[src/rtl/assert_macros.svh]
// ----------------------------------------------------------------------------
// Assertion macros
// Concurrent check helpers clocked on clk_i and disabled while rst_ni is low.
// ----------------------------------------------------------------------------
`ifndef ASSERT_MACROS_SVH
`define ASSERT_MACROS_SVH
`ifndef SYNTHESIS
// Same-cycle implication
`define ASSERT_IMPLIES(lbl, ante, cons) \
  lbl: assert property (@(posedge clk_i) disable iff (!rst_ni) (ante) |-> (cons)) \
    else $error("%m: same-cycle check failed");
// Next-cycle implication
`define ASSERT_NEXT(lbl, ante, cons) \
  lbl: assert property (@(posedge clk_i) disable iff (!rst_ni) (ante) |=> (cons)) \
    else $error("%m: next-cycle check failed");
`else
`define ASSERT_IMPLIES(lbl, ante, cons)
`define ASSERT_NEXT(lbl, ante, cons)
`endif
`endif

[src/rtl/lwfs_pkg.sv]
// ----------------------------------------------------------------------------
// lwfs_pkg
// Shared types and constants of the display window fill sequencer.
// ----------------------------------------------------------------------------
`timescale 1ns / 1ps
`default_nettype none

package lwfs_pkg;

  // Display bus command codes
  localparam logic [7:0] CMD_COLUMN_ADDR  = 8'd42;
  localparam logic [7:0] CMD_PAGE_ADDR    = 8'd43;
  localparam logic [7:0] CMD_MEMORY_WRITE = 8'd44;

  // Repeat count width and its saturation value
  localparam int unsigned        COUNT_W   = 19;
  localparam logic [COUNT_W-1:0] COUNT_MAX = '1;

  // Configuration port
  localparam int unsigned CFG_AW  = 3;
  localparam int unsigned CFG_DW  = 32;
  localparam int unsigned SCR_W   = 10;
  localparam logic        REG_SCREEN_WIDTH  = 1'b0;
  localparam logic        REG_SCREEN_HEIGHT = 1'b1;

  // Fill request word
  typedef struct packed {
    logic [15:0] origin_x;
    logic [15:0] origin_y;
    logic [15:0] rect_width;
    logic [15:0] rect_height;
    logic [15:0] fill_color;
  } req_t;

  // Bus word
  typedef struct packed {
    logic               is_data;
    logic [15:0]        bus_word;
    logic [COUNT_W-1:0] repeat_count;
    logic               last_word;
  } res_t;

  // Screen size registers
  typedef struct packed {
    logic [SCR_W-1:0] screen_width;
    logic [SCR_W-1:0] screen_height;
  } cfg_t;

  // Clipped window, corners inclusive
  typedef struct packed {
    logic [15:0] x0;
    logic [15:0] x1;
    logic [15:0] y0;
    logic [15:0] y1;
    logic [15:0] color;
  } win_t;

  // Position within the twelve-word sequence
  typedef enum logic [3:0] {
    WS_CMD_COL  = 4'd0,
    WS_XS_HI    = 4'd1,
    WS_XS_LO    = 4'd2,
    WS_XE_HI    = 4'd3,
    WS_XE_LO    = 4'd4,
    WS_CMD_PAGE = 4'd5,
    WS_YS_HI    = 4'd6,
    WS_YS_LO    = 4'd7,
    WS_YE_HI    = 4'd8,
    WS_YE_LO    = 4'd9,
    WS_CMD_MEMW = 4'd10,
    WS_PIXELS   = 4'd11
  } word_sel_e;

endpackage

`default_nettype wire

[src/rtl/lwfs_apb_regs.sv]
// ----------------------------------------------------------------------------
// lwfs_apb_regs
// APB register file holding the visible screen width and height.
// ----------------------------------------------------------------------------
`timescale 1ns / 1ps
`default_nettype none

module lwfs_apb_regs
  import lwfs_pkg::*;
(
  input  wire logic              clk_i,
  input  wire logic              rst_ni,
  input  wire logic              psel,
  input  wire logic              penable,
  input  wire logic              pwrite,
  input  wire logic [CFG_AW-1:0] paddr,
  input  wire logic [CFG_DW-1:0] pwdata,
  output      logic [CFG_DW-1:0] prdata,
  output      logic              pready,
  output      cfg_t              cfg_o
);

  logic [SCR_W-1:0] width_q, width_d;
  logic [SCR_W-1:0] height_q, height_d;
  logic             wr_en;
  logic             reg_idx;

  assign pready  = 1'b1;
  assign wr_en   = psel && penable && pwrite && pready;
  assign reg_idx = paddr[2];

  // Register write decode
  always_comb begin
    width_d  = width_q;
    height_d = height_q;
    if (wr_en) begin
      unique case (reg_idx)
        REG_SCREEN_WIDTH:  width_d  = pwdata[SCR_W-1:0];
        REG_SCREEN_HEIGHT: height_d = pwdata[SCR_W-1:0];
        default: ;
      endcase
    end
  end

  always_ff @(posedge clk_i or negedge rst_ni) begin
    if (!rst_ni) begin
      width_q  <= '0;
      height_q <= '0;
    end else begin
      width_q  <= width_d;
      height_q <= height_d;
    end
  end

  // Read mux
  always_comb begin
    unique case (reg_idx)
      REG_SCREEN_WIDTH:  prdata = CFG_DW'(width_q);
      REG_SCREEN_HEIGHT: prdata = CFG_DW'(height_q);
      default:           prdata = '0;
    endcase
  end

  assign cfg_o.screen_width  = width_q;
  assign cfg_o.screen_height = height_q;

endmodule

`default_nettype wire

[src/rtl/lwfs_clip.sv]
// ----------------------------------------------------------------------------
// lwfs_clip
// Request register, reject check and clipping of the window to the screen.
// ----------------------------------------------------------------------------
`timescale 1ns / 1ps
`default_nettype none
`include "assert_macros.svh"

module lwfs_clip
  import lwfs_pkg::*;
#(
  parameter int unsigned MAX_SIDE = 512,
  localparam int unsigned SideW = $clog2(MAX_SIDE + 1)
) (
  input  wire logic             clk_i,
  input  wire logic             rst_ni,
  input  wire logic             start_i,
  output      logic             busy_o,
  input  wire req_t             req_i,
  input  wire cfg_t             cfg_i,
  input  wire logic             win_ready_i,
  output      logic             win_valid_o,
  output      win_t             win_o,
  output      logic [SideW-1:0] win_w_o,
  output      logic [SideW-1:0] win_h_o
);

  localparam logic [15:0] MaxSide16 = 16'(MAX_SIDE);

  logic             in_v_q, in_v_d;
  req_t             req_q;
  logic             win_v_q, win_v_d;
  win_t             win_q, win_d;
  logic [SideW-1:0] w_q, w_d, h_q, h_d;

  logic        accept, win_take, win_free, in_adv;
  logic [15:0] sw16, sh16;
  logic [16:0] xsum, ysum;
  logic        over_x, over_y, reject;
  logic [15:0] w_clip, h_clip;

  // Stage handshake
  assign win_take = win_v_q && win_ready_i;
  assign win_free = !win_v_q || win_take;
  assign in_adv   = in_v_q && win_free;
  assign busy_o   = in_v_q && !win_free;
  assign accept   = start_i && !busy_o;

  // Screen size, capped at the largest supported side
  assign sw16 = (16'(cfg_i.screen_width) > MaxSide16) ? MaxSide16 : 16'(cfg_i.screen_width);
  assign sh16 = (16'(cfg_i.screen_height) > MaxSide16) ? MaxSide16 : 16'(cfg_i.screen_height);

  // Reject off-screen origin or empty size
  assign reject = (req_q.origin_x >= sw16) || (req_q.origin_y >= sh16) ||
                  (req_q.rect_width == '0) || (req_q.rect_height == '0);

  // Far corner and clipped extent per axis
  assign xsum   = {1'b0, req_q.origin_x} + {1'b0, req_q.rect_width} - 17'd1;
  assign ysum   = {1'b0, req_q.origin_y} + {1'b0, req_q.rect_height} - 17'd1;
  assign over_x = xsum >= {1'b0, sw16};
  assign over_y = ysum >= {1'b0, sh16};
  assign w_clip = over_x ? (sw16 - req_q.origin_x) : req_q.rect_width;
  assign h_clip = over_y ? (sh16 - req_q.origin_y) : req_q.rect_height;

  always_comb begin
    win_d.x0    = req_q.origin_x;
    win_d.x1    = over_x ? (sw16 - 16'd1) : xsum[15:0];
    win_d.y0    = req_q.origin_y;
    win_d.y1    = over_y ? (sh16 - 16'd1) : ysum[15:0];
    win_d.color = req_q.fill_color;
    w_d         = w_clip[SideW-1:0];
    h_d         = h_clip[SideW-1:0];
  end

  // Valid flags
  always_comb begin
    in_v_d = in_v_q;
    if (accept) begin
      in_v_d = 1'b1;
    end else if (in_adv) begin
      in_v_d = 1'b0;
    end
    win_v_d = win_v_q;
    if (in_adv) begin
      win_v_d = !reject;
    end else if (win_take) begin
      win_v_d = 1'b0;
    end
  end

  always_ff @(posedge clk_i or negedge rst_ni) begin
    if (!rst_ni) begin
      in_v_q  <= 1'b0;
      win_v_q <= 1'b0;
    end else begin
      in_v_q  <= in_v_d;
      win_v_q <= win_v_d;
    end
  end

  // Payload registers
  always_ff @(posedge clk_i) begin
    if (accept) begin
      req_q <= req_i;
    end
    if (in_adv && !reject) begin
      win_q <= win_d;
      w_q   <= w_d;
      h_q   <= h_d;
    end
  end

  assign win_valid_o = win_v_q;
  assign win_o       = win_q;
  assign win_w_o     = w_q;
  assign win_h_o     = h_q;

  // Checks
  `ASSERT_IMPLIES(a_win_ordered, win_v_q, (win_q.x1 >= win_q.x0) && (win_q.y1 >= win_q.y0))
  `ASSERT_NEXT(a_win_hold, win_v_q && !win_take, win_v_q && $stable(win_q))
  `ASSERT_NEXT(a_req_hold, in_v_q && !win_free, in_v_q && $stable(req_q))

endmodule

`default_nettype wire

[src/rtl/lwfs_serializer.sv]
// ----------------------------------------------------------------------------
// lwfs_serializer
// Emits the twelve bus words of one clipped window, one word per cycle.
// ----------------------------------------------------------------------------
`timescale 1ns / 1ps
`default_nettype none
`include "assert_macros.svh"

module lwfs_serializer
  import lwfs_pkg::*;
#(
  parameter int unsigned MAX_SIDE = 512,
  localparam int unsigned SideW = $clog2(MAX_SIDE + 1)
) (
  input  wire logic             clk_i,
  input  wire logic             rst_ni,
  input  wire logic             win_valid_i,
  output      logic             win_ready_o,
  input  wire win_t             win_i,
  input  wire logic [SideW-1:0] win_w_i,
  input  wire logic [SideW-1:0] win_h_i,
  output      logic             result_valid_o,
  output      res_t             result_o
);

  localparam int unsigned ProdW = 2 * SideW;
  localparam int unsigned CmpW  = (ProdW > COUNT_W) ? ProdW : COUNT_W;

  logic               active_q, active_d;
  word_sel_e          sel_q, sel_d;
  win_t               frame_q;
  logic [COUNT_W-1:0] count_q, count_d;

  logic             load;
  logic [ProdW-1:0] prod;

  assign win_ready_o = !active_q || (sel_q == WS_PIXELS);
  assign load        = win_valid_i && win_ready_o;

  // Pixel count, saturated to the repeat field
  assign prod    = ProdW'(win_w_i) * ProdW'(win_h_i);
  assign count_d = (CmpW'(prod) > CmpW'(COUNT_MAX)) ? COUNT_MAX : COUNT_W'(prod);

  // Next word select
  always_comb begin
    active_d = active_q;
    sel_d    = sel_q;
    if (load) begin
      active_d = 1'b1;
      sel_d    = WS_CMD_COL;
    end else if (active_q) begin
      unique case (sel_q)
        WS_CMD_COL:  sel_d = WS_XS_HI;
        WS_XS_HI:    sel_d = WS_XS_LO;
        WS_XS_LO:    sel_d = WS_XE_HI;
        WS_XE_HI:    sel_d = WS_XE_LO;
        WS_XE_LO:    sel_d = WS_CMD_PAGE;
        WS_CMD_PAGE: sel_d = WS_YS_HI;
        WS_YS_HI:    sel_d = WS_YS_LO;
        WS_YS_LO:    sel_d = WS_YE_HI;
        WS_YE_HI:    sel_d = WS_YE_LO;
        WS_YE_LO:    sel_d = WS_CMD_MEMW;
        WS_CMD_MEMW: sel_d = WS_PIXELS;
        WS_PIXELS:   active_d = 1'b0;
        default:     active_d = 1'b0;
      endcase
    end
  end

  always_ff @(posedge clk_i or negedge rst_ni) begin
    if (!rst_ni) begin
      active_q <= 1'b0;
      sel_q    <= WS_CMD_COL;
    end else begin
      active_q <= active_d;
      sel_q    <= sel_d;
    end
  end

  always_ff @(posedge clk_i) begin
    if (load) begin
      frame_q <= win_i;
      count_q <= count_d;
    end
  end

  // Word decode
  always_comb begin
    result_o.is_data      = 1'b1;
    result_o.repeat_count = COUNT_W'(1);
    result_o.last_word    = 1'b0;
    unique case (sel_q)
      WS_CMD_COL: begin
        result_o.is_data  = 1'b0;
        result_o.bus_word = {8'h00, CMD_COLUMN_ADDR};
      end
      WS_XS_HI:    result_o.bus_word = {8'h00, frame_q.x0[15:8]};
      WS_XS_LO:    result_o.bus_word = {8'h00, frame_q.x0[7:0]};
      WS_XE_HI:    result_o.bus_word = {8'h00, frame_q.x1[15:8]};
      WS_XE_LO:    result_o.bus_word = {8'h00, frame_q.x1[7:0]};
      WS_CMD_PAGE: begin
        result_o.is_data  = 1'b0;
        result_o.bus_word = {8'h00, CMD_PAGE_ADDR};
      end
      WS_YS_HI:    result_o.bus_word = {8'h00, frame_q.y0[15:8]};
      WS_YS_LO:    result_o.bus_word = {8'h00, frame_q.y0[7:0]};
      WS_YE_HI:    result_o.bus_word = {8'h00, frame_q.y1[15:8]};
      WS_YE_LO:    result_o.bus_word = {8'h00, frame_q.y1[7:0]};
      WS_CMD_MEMW: begin
        result_o.is_data  = 1'b0;
        result_o.bus_word = {8'h00, CMD_MEMORY_WRITE};
      end
      WS_PIXELS: begin
        result_o.bus_word     = frame_q.color;
        result_o.repeat_count = count_q;
        result_o.last_word    = 1'b1;
      end
      default:     result_o.bus_word = '0;
    endcase
  end

  assign result_valid_o = active_q;

  // Checks
  `ASSERT_NEXT(a_burst_contiguous, result_valid_o && !result_o.last_word, result_valid_o)
  `ASSERT_NEXT(a_idle_after_last, result_valid_o && result_o.last_word && !load, !result_valid_o)
  `ASSERT_IMPLIES(a_count_nonzero, result_valid_o, result_o.repeat_count != '0)
  `ASSERT_IMPLIES(a_cmd_high_zero, result_valid_o && !result_o.is_data, result_o.bus_word[15:8] == 8'h00)

endmodule

`default_nettype wire

[src/rtl/lcd_window_fill_sequencer.sv]
// ----------------------------------------------------------------------------
// lcd_window_fill_sequencer
// Turns a rectangle fill request into the word sequence of a parallel
// display bus: column and page address setup, memory write, pixel burst.
// ----------------------------------------------------------------------------
// A request is taken when start is high and busy is low. Each request that
// is not rejected yields twelve words on result_o, one per cycle with
// result_valid_o high and no gaps; the receiver cannot stall, so it must take
// a word in every cycle that result_valid_o is high. The word serializer
// sets the rate: it is occupied by each window until its last word, and busy
// rises only when the request and window registers are both full behind it.
// Rejected requests (off-screen origin, zero size) leave the request register
// at the next edge at which the window register is free and produce no words.
// A request reaches result_o through the request register, the window
// register and the serializer registers. The user must write the screen size
// registers through the APB port only while idle; the block does not check.
// ----------------------------------------------------------------------------
`timescale 1ns / 1ps
`default_nettype none

module lcd_window_fill_sequencer
  import lwfs_pkg::*;
#(
  parameter int unsigned MAX_SIDE = 512
) (
  input  wire logic              clk_i,
  input  wire logic              rst_ni,
  input  wire logic              psel,
  input  wire logic              penable,
  input  wire logic              pwrite,
  input  wire logic [CFG_AW-1:0] paddr,
  input  wire logic [CFG_DW-1:0] pwdata,
  output      logic [CFG_DW-1:0] prdata,
  output      logic              pready,
  input  wire logic              start,
  output      logic              busy,
  input  wire req_t              req_i,
  output      logic              result_valid_o,
  output      res_t              result_o
);

  localparam int unsigned SideW = $clog2(MAX_SIDE + 1);

  cfg_t             cfg;
  logic             win_valid, win_ready;
  win_t             win;
  logic [SideW-1:0] win_w, win_h;

  // Screen size registers
  lwfs_apb_regs u_regs (
    .clk_i   (clk_i),
    .rst_ni  (rst_ni),
    .psel    (psel),
    .penable (penable),
    .pwrite  (pwrite),
    .paddr   (paddr),
    .pwdata  (pwdata),
    .prdata  (prdata),
    .pready  (pready),
    .cfg_o   (cfg)
  );

  // Request register and clipping
  lwfs_clip #(
    .MAX_SIDE (MAX_SIDE)
  ) u_clip (
    .clk_i       (clk_i),
    .rst_ni      (rst_ni),
    .start_i     (start),
    .busy_o      (busy),
    .req_i       (req_i),
    .cfg_i       (cfg),
    .win_ready_i (win_ready),
    .win_valid_o (win_valid),
    .win_o       (win),
    .win_w_o     (win_w),
    .win_h_o     (win_h)
  );

  // Word serializer
  lwfs_serializer #(
    .MAX_SIDE (MAX_SIDE)
  ) u_ser (
    .clk_i          (clk_i),
    .rst_ni         (rst_ni),
    .win_valid_i    (win_valid),
    .win_ready_o    (win_ready),
    .win_i          (win),
    .win_w_i        (win_w),
    .win_h_i        (win_h),
    .result_valid_o (result_valid_o),
    .result_o       (result_o)
  );

endmodule

`default_nettype wire
[config.mk]
export PLATFORM = sky130hd
export DESIGN_NAME = lcd_window_fill_sequencer
export DESIGN_NICKNAME = d
export VERILOG_FILES = /design/src/rtl/lwfs_pkg.sv /design/src/rtl/lwfs_apb_regs.sv /design/src/rtl/lwfs_clip.sv /design/src/rtl/lwfs_serializer.sv /design/src/rtl/lcd_window_fill_sequencer.sv
export VERILOG_INCLUDE_DIRS = /design/src /design/src/rtl
export SDC_FILE = /design/constraint.sdc
export NUM_CORES = 1
export LEC_CHECK = 0
export BUFFER_PORTS_ARGS = -buffer_cell sky130_fd_sc_hd__clkbuf_2
export CORE_ASPECT_RATIO = 0.5
export CORE_UTILIZATION = 35
export DETAILED_ROUTE_END_ITERATION = 16
export SLEW_MARGIN = 5
export SYNTH_ARGS = -nofsm -noshare
export SYNTH_HDL_FRONTEND = slang
export SYNTH_SLANG_ARGS = --single-unit
[constraint.sdc]
create_clock -name clk_i -period 9.37 [get_ports clk_i]
set_input_delay 2.3425 -clock clk_i [delete_from_list [all_inputs] [get_ports clk_i]]
set_output_delay 2.3425 -clock clk_i [all_outputs]
set_load 0.1 [all_outputs]
==> results of run 1 <==
cell usage in the layout (no fill, tap or decap), drive strengths merged, types with 10 or more instances in the layout:
cell type  instances
conb              23
xnor2             32
clkinv            10
fa                66
inv              235
nor2b             14
nand2            113
a21oi             65
o21ai             62
mux2              49
nand2b            18
nor2              54
a21o              26
mux2i             31
dfrtp             27
nor3              18
and3              10
edfxtp           279
ha               177
nand4             11
xor2              24
clkbuf           183
nor4              19
and2              96
nand3             22
routing by layer:
layer | wire length, um | up-vias | part of all wire, %
met5 | 13 | - | 0.029
met4 | 1030 | 2 | 2.3
met3 | 2676 | 57 | 6.0
met2 | 20290 | 321 | 45
met1 | 20600 | 5932 | 46
li1 | - | 6021 | -
metrics by stage:
step	utilization, %	setup slack [ns]	instances	total power, mW	instance area, sq um
global route	40.55	2.869	2507	3.900	21400
finish	40.55	3.284	2507	3.731	21400
detailed placement	38.65	3.190	2452	2.518	20400
CTS	40.55	3.173	2507	3.767	21400
global placement	38.65	3.270	2452	2.505	20400
floorplan	-	2.334	1665	2.279	19100
sequential cells by signal, summed over array words and instances (netlist names):
signal	count
u_regs.height_q	10
u_clip.win_valid_o	1
u_ser.frame_q	80
u_clip.win_w_o	10
u_regs.width_q	10
u_ser.sel_q	4
u_ser.result_valid_o	1
u_clip.win_o	80
u_clip.win_h_o	10
u_ser.count_q	19
u_clip.req_q	80
u_clip.in_v_q	1
cell type report:
class / instances / area (sq um) / area share, %
clock inverter: 17 / 192.7 / 0.9002
sequential: 306 / 9054 / 42.30
multi-input combinational: 1063 / 8836 / 41.28
tap: 701 / 877.1 / 4.098
timing repair buffer: 150 / 763.2 / 3.566
inverter: 232 / 870.8 / 4.069
clock buffer: 38 / 810.8 / 3.788
worst max-delay path by stage:
stage / endpoint / depth (start not counted)
after global placement: u_ser.count_q[4] / 15
after global routing: u_ser.count_q[4] / 15
final: busy / 6
after floorplan: prdata[9] / 2
after detailed placement: u_ser.count_q[4] / 18
after CTS: u_ser.count_q[4] / 15
logic make-up (layout without fill, tap and decap cells):
group	Yosys count	in the layout	synth area share, %
and+or+nand+nor	403	403	11.01
DFF	306	306	47.59
buffers and inverters	296	437	6.452
AOI/OAI and AO/OA	256	256	8.912
adders and majority gates	243	243	18.59
muxes	82	82	4.828
xor gates and xnor gates	56	56	2.578
other	2	23	0.03948
power groups by stage:
stage	Sequential [mW]	Clock, mW	Combinational, mW
5_1_grt	1.62	1.32	0.966
6_report	1.61	1.23	0.888
2_1_floorplan	1.60	0	0.677
3_3_place_gp	1.64	0	0.866
4_1_cts	1.61	1.27	0.883
3_5_place_dp	1.64	0	0.878
==> metrics.log, run 1 <==
INFO  metric cp_num_buf_inv = 2
INFO  metric setup.worst_path.start = u_ser.sel_q[3]
INFO  metric synth_top_flop_cell = sky130_fd_sc_hd__edfxtp_1
INFO  metric min-delay-start = u_clip.win_o[62]
INFO  metric hold_path_endpoint = u_ser.frame_q[62]
INFO  metric synthesis.area_per_instance = 11.57 sq um
INFO  metric report.final.slew_viol_count = 0
INFO  metric outcome = finished clean
INFO  metric drcViolationCount = 0
INFO  metric postCtsResizedCells = 0
INFO  metric cts_setup_buffers = 0
INFO  metric grt_first_pass_wirelength = just under 70,000 um
INFO  metric insertedDiodeCount = 0
INFO  metric finalCritPeriodShare = between 60 and 70%
INFO  metric gr-max-usage-layer = met2
INFO  metric yosysMostFrequentCell = sky130_fd_sc_hd__edfxtp_1
INFO  metric timing_worst_setup_path_type = flop to output port
INFO  metric post_drt_via_cell_ratio = a little under 5
INFO  metric wire_per_inst = around 18 um
INFO  metric layout.nets = between 2,000 and 2,500
INFO  metric final.hold.worst_slack = around 0.40 ns
INFO  metric finalWirelength = around 45,000 um
INFO  metric critical_path.endpoint_type = output port
INFO  metric power_per_cell_area = 174.3 nW/um^2
INFO  metric initial_utilization = a little over a third
INFO  metric post_synth_instance_area = 19,020 sq um
INFO  metric tritoncts_num_sinks = between 300 and 400
INFO  metric postCtsHoldBufs = 0
INFO  metric globalRouteOverflowTotal = 0
INFO  metric share_of_final_layout_standard_cells_stronger_than_drive_strength_1 = between 10 and 15%
INFO  metric depth_of_the_worst_hold_timing_path = 0
INFO  metric synth_cell_count_leaders = sky130_fd_sc_hd__edfxtp_1 (279), sky130_fd_sc_hd__inv_1 (231), sky130_fd_sc_hd__ha_1 (177)
INFO  metric use_met2 = 25.65%
INFO  metric number_of_global_route_vias_before_repair = around 12,000
INFO  metric timing.setup.tns = 0 ns
INFO  metric critical_path_required = approximately 7 ns
INFO  metric clock_tree.root_cell = sky130_fd_sc_hd__clkbuf_16
INFO  metric vias = approximately 12,000
INFO  metric io_buffers = approximately 150
INFO  metric detailedRoute.firstPassIterationCount = 5
INFO  metric core_area = 52,780 sq um
INFO  metric worstRegToRegCells = 15
INFO  metric regToRegStartpoint = u_clip.win_w_o[3]
INFO  metric max_cap_violations = 0
INFO  metric ctsHtreeMaxLevel = 1
INFO  metric synth_area_leaders = sky130_fd_sc_hd__edfxtp_1 (44%), sky130_fd_sc_hd__ha_1 (12%), sky130_fd_sc_hd__fa_1 (6.9%), sky130_fd_sc_hd__inv_1 (4.6%), sky130_fd_sc_hd__dfrtp_1 (3.6%)
INFO  metric hp-class = flop to flop
INFO  metric synthArstFlopShare = between 8 and 9%
INFO  metric portion_of_synthesized_cell_area_occupied_by_the_leading_cell_type = between 40% and 50%
INFO  metric finalHoldViolCount = 0
INFO  metric timing.critical_path.from_type = flop
INFO  metric power.ir.vdd_worst = between 0.00015 and 0.0002 V
INFO  metric worst_path_maximum_fanout = 30
INFO  metric tightest_slew = approximately 1.2 ns
INFO  metric initialDrtViolationCount = roughly 840
INFO  metric grt_antenna_before_repair = 6
INFO  metric worst_slew_margin_rel = between 20% and 30%
INFO  metric numCtsBuffers = 30
INFO  metric die_y = about 170 um
INFO  metric fill_cells = approximately 5,000
INFO  metric switching_portion_of_total_power = a little over 30%
INFO  metric gp_congestion = around 0.95
INFO  metric rr_endpoint = u_ser.count_q[4]
INFO  metric clk_pin_slew = roughly 0.060 ns
INFO  metric layout-area-overhead-vs-synth = 12.52%
INFO  metric grt_max_degree = 81
INFO  metric ys_types = 78
INFO  metric internal_cell_power = ~2.6 mW
INFO  metric share_of_total_power_in_the_clock_network = around a third
INFO  metric ys_seq_area_share = between 40% and 50%
INFO  metric p_comb_share = a little under a quarter
INFO  metric synth_edf_count = about 280
INFO  metric synth.yosys.warnings = 0
INFO  metric report.final.setup_viol = 0
INFO  metric area_of_the_die = between 50,000 and 60,000 sq um
INFO  metric cts_tree = yes
INFO  metric fmaxAchievable = 0.1643 GHz
INFO  metric post-route-min-period = around 6.1 ns
INFO  metric final.setup_skew = approximately 0.025 ns
INFO  metric groute.usage.overall = roughly 16%
INFO  metric placementRows = just under 60
INFO  metric timing.critical_path.max_delay_family = simple AND/OR/NAND/NOR gates
INFO  metric detailedPlacementHpwl = between 30,000 and 40,000 um
INFO  metric grt_setup_unrepaired = false
INFO  metric die_width = about 330 um
INFO  metric synth.ff_latch_count = about 310
INFO  metric critical_path.slowest_cell = sky130_fd_sc_hd__dfrtp_1
INFO  metric num_io_pins = ~190
INFO  metric insertion_delay = 0.59 ns
INFO  metric cp_cell_sequence = nand2b_1, nor2_2, nor3_1, nand2_1, inv_1, clkbuf_2
INFO  metric setup.reg_to_reg.worst_slack = between 3 and 4 ns
INFO  metric critPathArrivalTime = roughly 3.7 ns
INFO  metric total_leakage_power = 9.247 nW
INFO  metric gr-usage-met3 = under 10%
INFO  metric syn_inst = roughly 1,600
INFO  metric yosys.area.top_type = sky130_fd_sc_hd__edfxtp_1
INFO  metric sequentialPowerShare = around 43%
INFO  metric postRouteAntennaNets = 0
INFO  metric cts-root-to-sink-buffers = 3
INFO  metric net_switching = approximately 1.2 mW
INFO  metric cp_slowest_stage_delay = 0.89 ns
INFO  metric global_route.usage.met1 = about 22%
No activity file was read; power rests on OpenSTA's default activity.
==> inputs of run 2 (changes only) <==
==> constraint.sdc (replaced) <==
create_clock -name clk_i -period 6.1 [get_ports clk_i]
set_input_delay 1.525 -clock clk_i [delete_from_list [all_inputs] [get_ports clk_i]]
set_output_delay 1.525 -clock clk_i [all_outputs]
set_load 0.1 [all_outputs]
==> run 2 against run 1 <==
Effect of this change:
- flip-flop and latch count did not move
- final area rose by 0.53%
- sequential power rose by 53%
- clock skew rose by 0.0014 ns
==> metrics.log, run 2 (synthesized netlist as in run 1, its figures left out) <==
INFO  metric outcome = finished clean
INFO  metric insertedDiodeCount = 0
INFO  metric clk_pin_slew = 0.06 ns
INFO  metric area_of_the_die = 55,350 sq um
INFO  metric timing.critical_path.from_type = flop
INFO  metric cts_setup_buffers = 0
INFO  metric grt_setup_unrepaired = false
INFO  metric timing_worst_setup_path_type = flop to flop
INFO  metric hp-class = flop to flop
INFO  metric num_io_pins = between 150 and 200
INFO  metric finalHoldViolCount = 0
INFO  metric groute.usage.overall = approximately 16%
INFO  metric clock_tree.root_cell = sky130_fd_sc_hd__clkbuf_16
INFO  metric tritoncts_num_sinks = 306
INFO  metric layout-area-overhead-vs-synth = 13.11%
INFO  metric detailedRoute.firstPassIterationCount = 5
INFO  metric die_width = roughly 330 um
INFO  metric worst_slew_margin_rel = between 20% and 30%
INFO  metric sequentialPowerShare = a little over two fifths
INFO  metric vias = around 12,000
INFO  metric post-route-min-period = 5.735 ns
INFO  metric critical_path.most_common_cell = sky130_fd_sc_hd__fa_1
INFO  metric rr_endpoint = u_ser.count_q[18]
INFO  metric wire_per_inst = 17.68 um
INFO  metric gp_congestion = between 0.8 and 0.9
INFO  metric critPathArrivalTime = 6.06 ns
INFO  metric p_comb_share = about a quarter
INFO  metric total_leakage_power = between 9 and 10 nW
INFO  metric internal_cell_power = 3.970 mW
INFO  metric cp_slowest_stage_delay = 0.55 ns
INFO  metric fill_cells = 5,017
INFO  metric dpl_ws = ~0.35 ns
INFO  metric worstRegToRegCells = 18
INFO  metric power.ir.vdd_worst = between 0.0002 and 0.00025 V
INFO  metric most-common-layout-cells = sky130_fd_sc_hd__edfxtp_1 (279), sky130_fd_sc_hd__inv_1 (231), sky130_fd_sc_hd__ha_1 (177)
INFO  metric layout.nets = 2,161
INFO  metric grt_first_pass_wirelength = 68,250 um
INFO  metric critical_path.endpoint_type = flop
INFO  metric cts-root-to-sink-buffers = 3
INFO  metric hold_path_endpoint = u_ser.frame_q[30]
INFO  metric globalRouteOverflowTotal = 0
INFO  metric cp_cell_sequence = and2_1, fa_1, fa_1, inv_1, fa_1, inv_1, fa_1, inv_1, fa_1, inv_1, ha_1, or3_1, o211a_1, o41ai_1, o21ai_0, a21oi_1, xor2_1, nand2_1
INFO  metric initialDrtViolationCount = about 870
INFO  metric tightest_slew = 1.147 ns
INFO  metric critical_path.slowest_cell = sky130_fd_sc_hd__edfxtp_1
INFO  metric cts_tree = yes
INFO  metric placementRows = 59
INFO  metric worst_slack = 0.3649 ns
INFO  metric grt_antenna_before_repair = 5
INFO  metric layout_commonest_cell = sky130_fd_sc_hd__edfxtp_1
INFO  metric report.final.slew_viol_count = 0
INFO  metric critical_path_required = 6.42 ns
INFO  metric final.setup_skew = 0.02620 ns
INFO  metric drcViolationCount = 0
INFO  metric detailedPlacementHpwl = 34,790 um
INFO  metric grt_max_degree = 81
INFO  metric io_buffers = roughly 150
INFO  metric share_of_total_power_in_the_clock_network = between 30% and 40%
INFO  metric postRouteAntennaNets = 0
INFO  metric fmaxAchievable = roughly 0.17 GHz
INFO  metric finalWirelength = between 40,000 and 50,000 um
INFO  metric core_area = about 53,000 sq um
INFO  metric insertion_delay = 0.58 ns
INFO  metric postCtsResizedCells = 0
INFO  metric timing.setup.tns = 0 ns
INFO  metric post-place-cells = approximately 2,500
INFO  metric worst_path_maximum_fanout = 10
INFO  metric net_switching = 1.784 mW
INFO  metric instances_no_fill = 2,520
INFO  metric share_of_final_layout_standard_cells_stronger_than_drive_strength_1 = between 15 and 20%
INFO  metric die_y = 166.9 um
INFO  metric max_cap_violations = 0
INFO  metric report.final.setup_viol = 0
INFO  metric setup.reg_to_reg.worst_slack = around 0.36 ns
INFO  metric power_per_cell_area = between 200 and 300 nW/um^2
INFO  metric post_drt_via_cell_ratio = around 5
INFO  metric numCtsBuffers = 30
INFO  metric regToRegStartpoint = u_clip.win_w_o[2]
INFO  metric finalCritPeriodShare = a little over nine tenths
INFO  metric min-delay-start = u_clip.win_o[30]
INFO  metric setup.worst_path.start = u_clip.win_w_o[2]
INFO  metric ctsHtreeMaxLevel = 1
INFO  metric depth_of_the_worst_hold_timing_path = 0
INFO  metric postCtsHoldBufs = 0
INFO  metric switching_portion_of_total_power = between 30 and 40%
INFO  metric initial_utilization = between 30% and 40%
INFO  metric number_of_global_route_vias_before_repair = approximately 12,000
run 2: how the worst max path moves through the flow:
stage	end	slack, ns	cells after the start
detailed placement	u_ser.count_q[18]	0.35	18
global placement	u_ser.count_q[18]	0.39	18
floorplan	u_ser.count_q[18]	0.70	20
finish	u_ser.count_q[18]	0.36	18
CTS	u_ser.count_q[18]	0.33	18
global route	u_ser.count_q[18]	0.006	18
run 2: cell type report:
class | count | area [sq um] | share of cell area [%]
clock inverters | 20 | 212.7 | 0.9885
flip-flops and latches | 306 | 9054 | 42.07
repair buffers | 164 | 880.8 | 4.094
well taps | 701 | 877.1 | 4.076
multi-input cells | 1063 | 8836 | 41.06
inverters | 232 | 870.8 | 4.047
clock buffers | 34 | 787.0 | 3.657
run 2: power groups by stage:
| stage | combinational (mW) | sequential [mW] | clock [mW] |
|---|---|---|---|
| 6_report | 1.37 | 2.47 | 1.91 |
| 4_1_cts | 1.37 | 2.47 | 1.96 |
| 3_3_place_gp | 1.35 | 2.52 | 0 |
| 2_1_floorplan | 1.04 | 2.46 | 0 |
| 3_5_place_dp | 1.36 | 2.52 | 0 |
| 5_1_grt | 1.51 | 2.48 | 2.05 |
run 2: per-layer routing:
layer | up-vias | GRT usage [%] | wire (um)
met5 | - | 0 | 15
met4 | 2 | 4.024 | 1039
met3 | 60 | 2.795 | 2520
met2 | 289 | 25.29 | 20000
met1 | 5886 | 22.44 | 20970
li1 | 6045 | - | -
run 2: critical path, delay by kind of cell (launching register included):
kind	cells	cell delay [ns]
DFF	1	0.55
AOI/OAI and AO/OA	4	1.14
xor gates and xnor gates	1	0.17
adders and majority gates	6	2.72
buffers and inverters	4	0.20
and+or+nand+nor	3	0.70
run 2: per-stage QoR:
stage / hold WS, ns / util [%] / power [mW] / instance area, sq um
2_1_floorplan: 0.4003 / - / 3.500 / 19100
3_3_place_gp: 0.4005 / 38.87 / 3.861 / 20520
3_5_place_dp: 0.4045 / 38.87 / 3.877 / 20520
4_1_cts: 0.4121 / 40.77 / 5.803 / 21520
5_1_grt: 0.4099 / 40.77 / 6.038 / 21520
6_report: 0.4070 / 40.77 / 5.754 / 21520
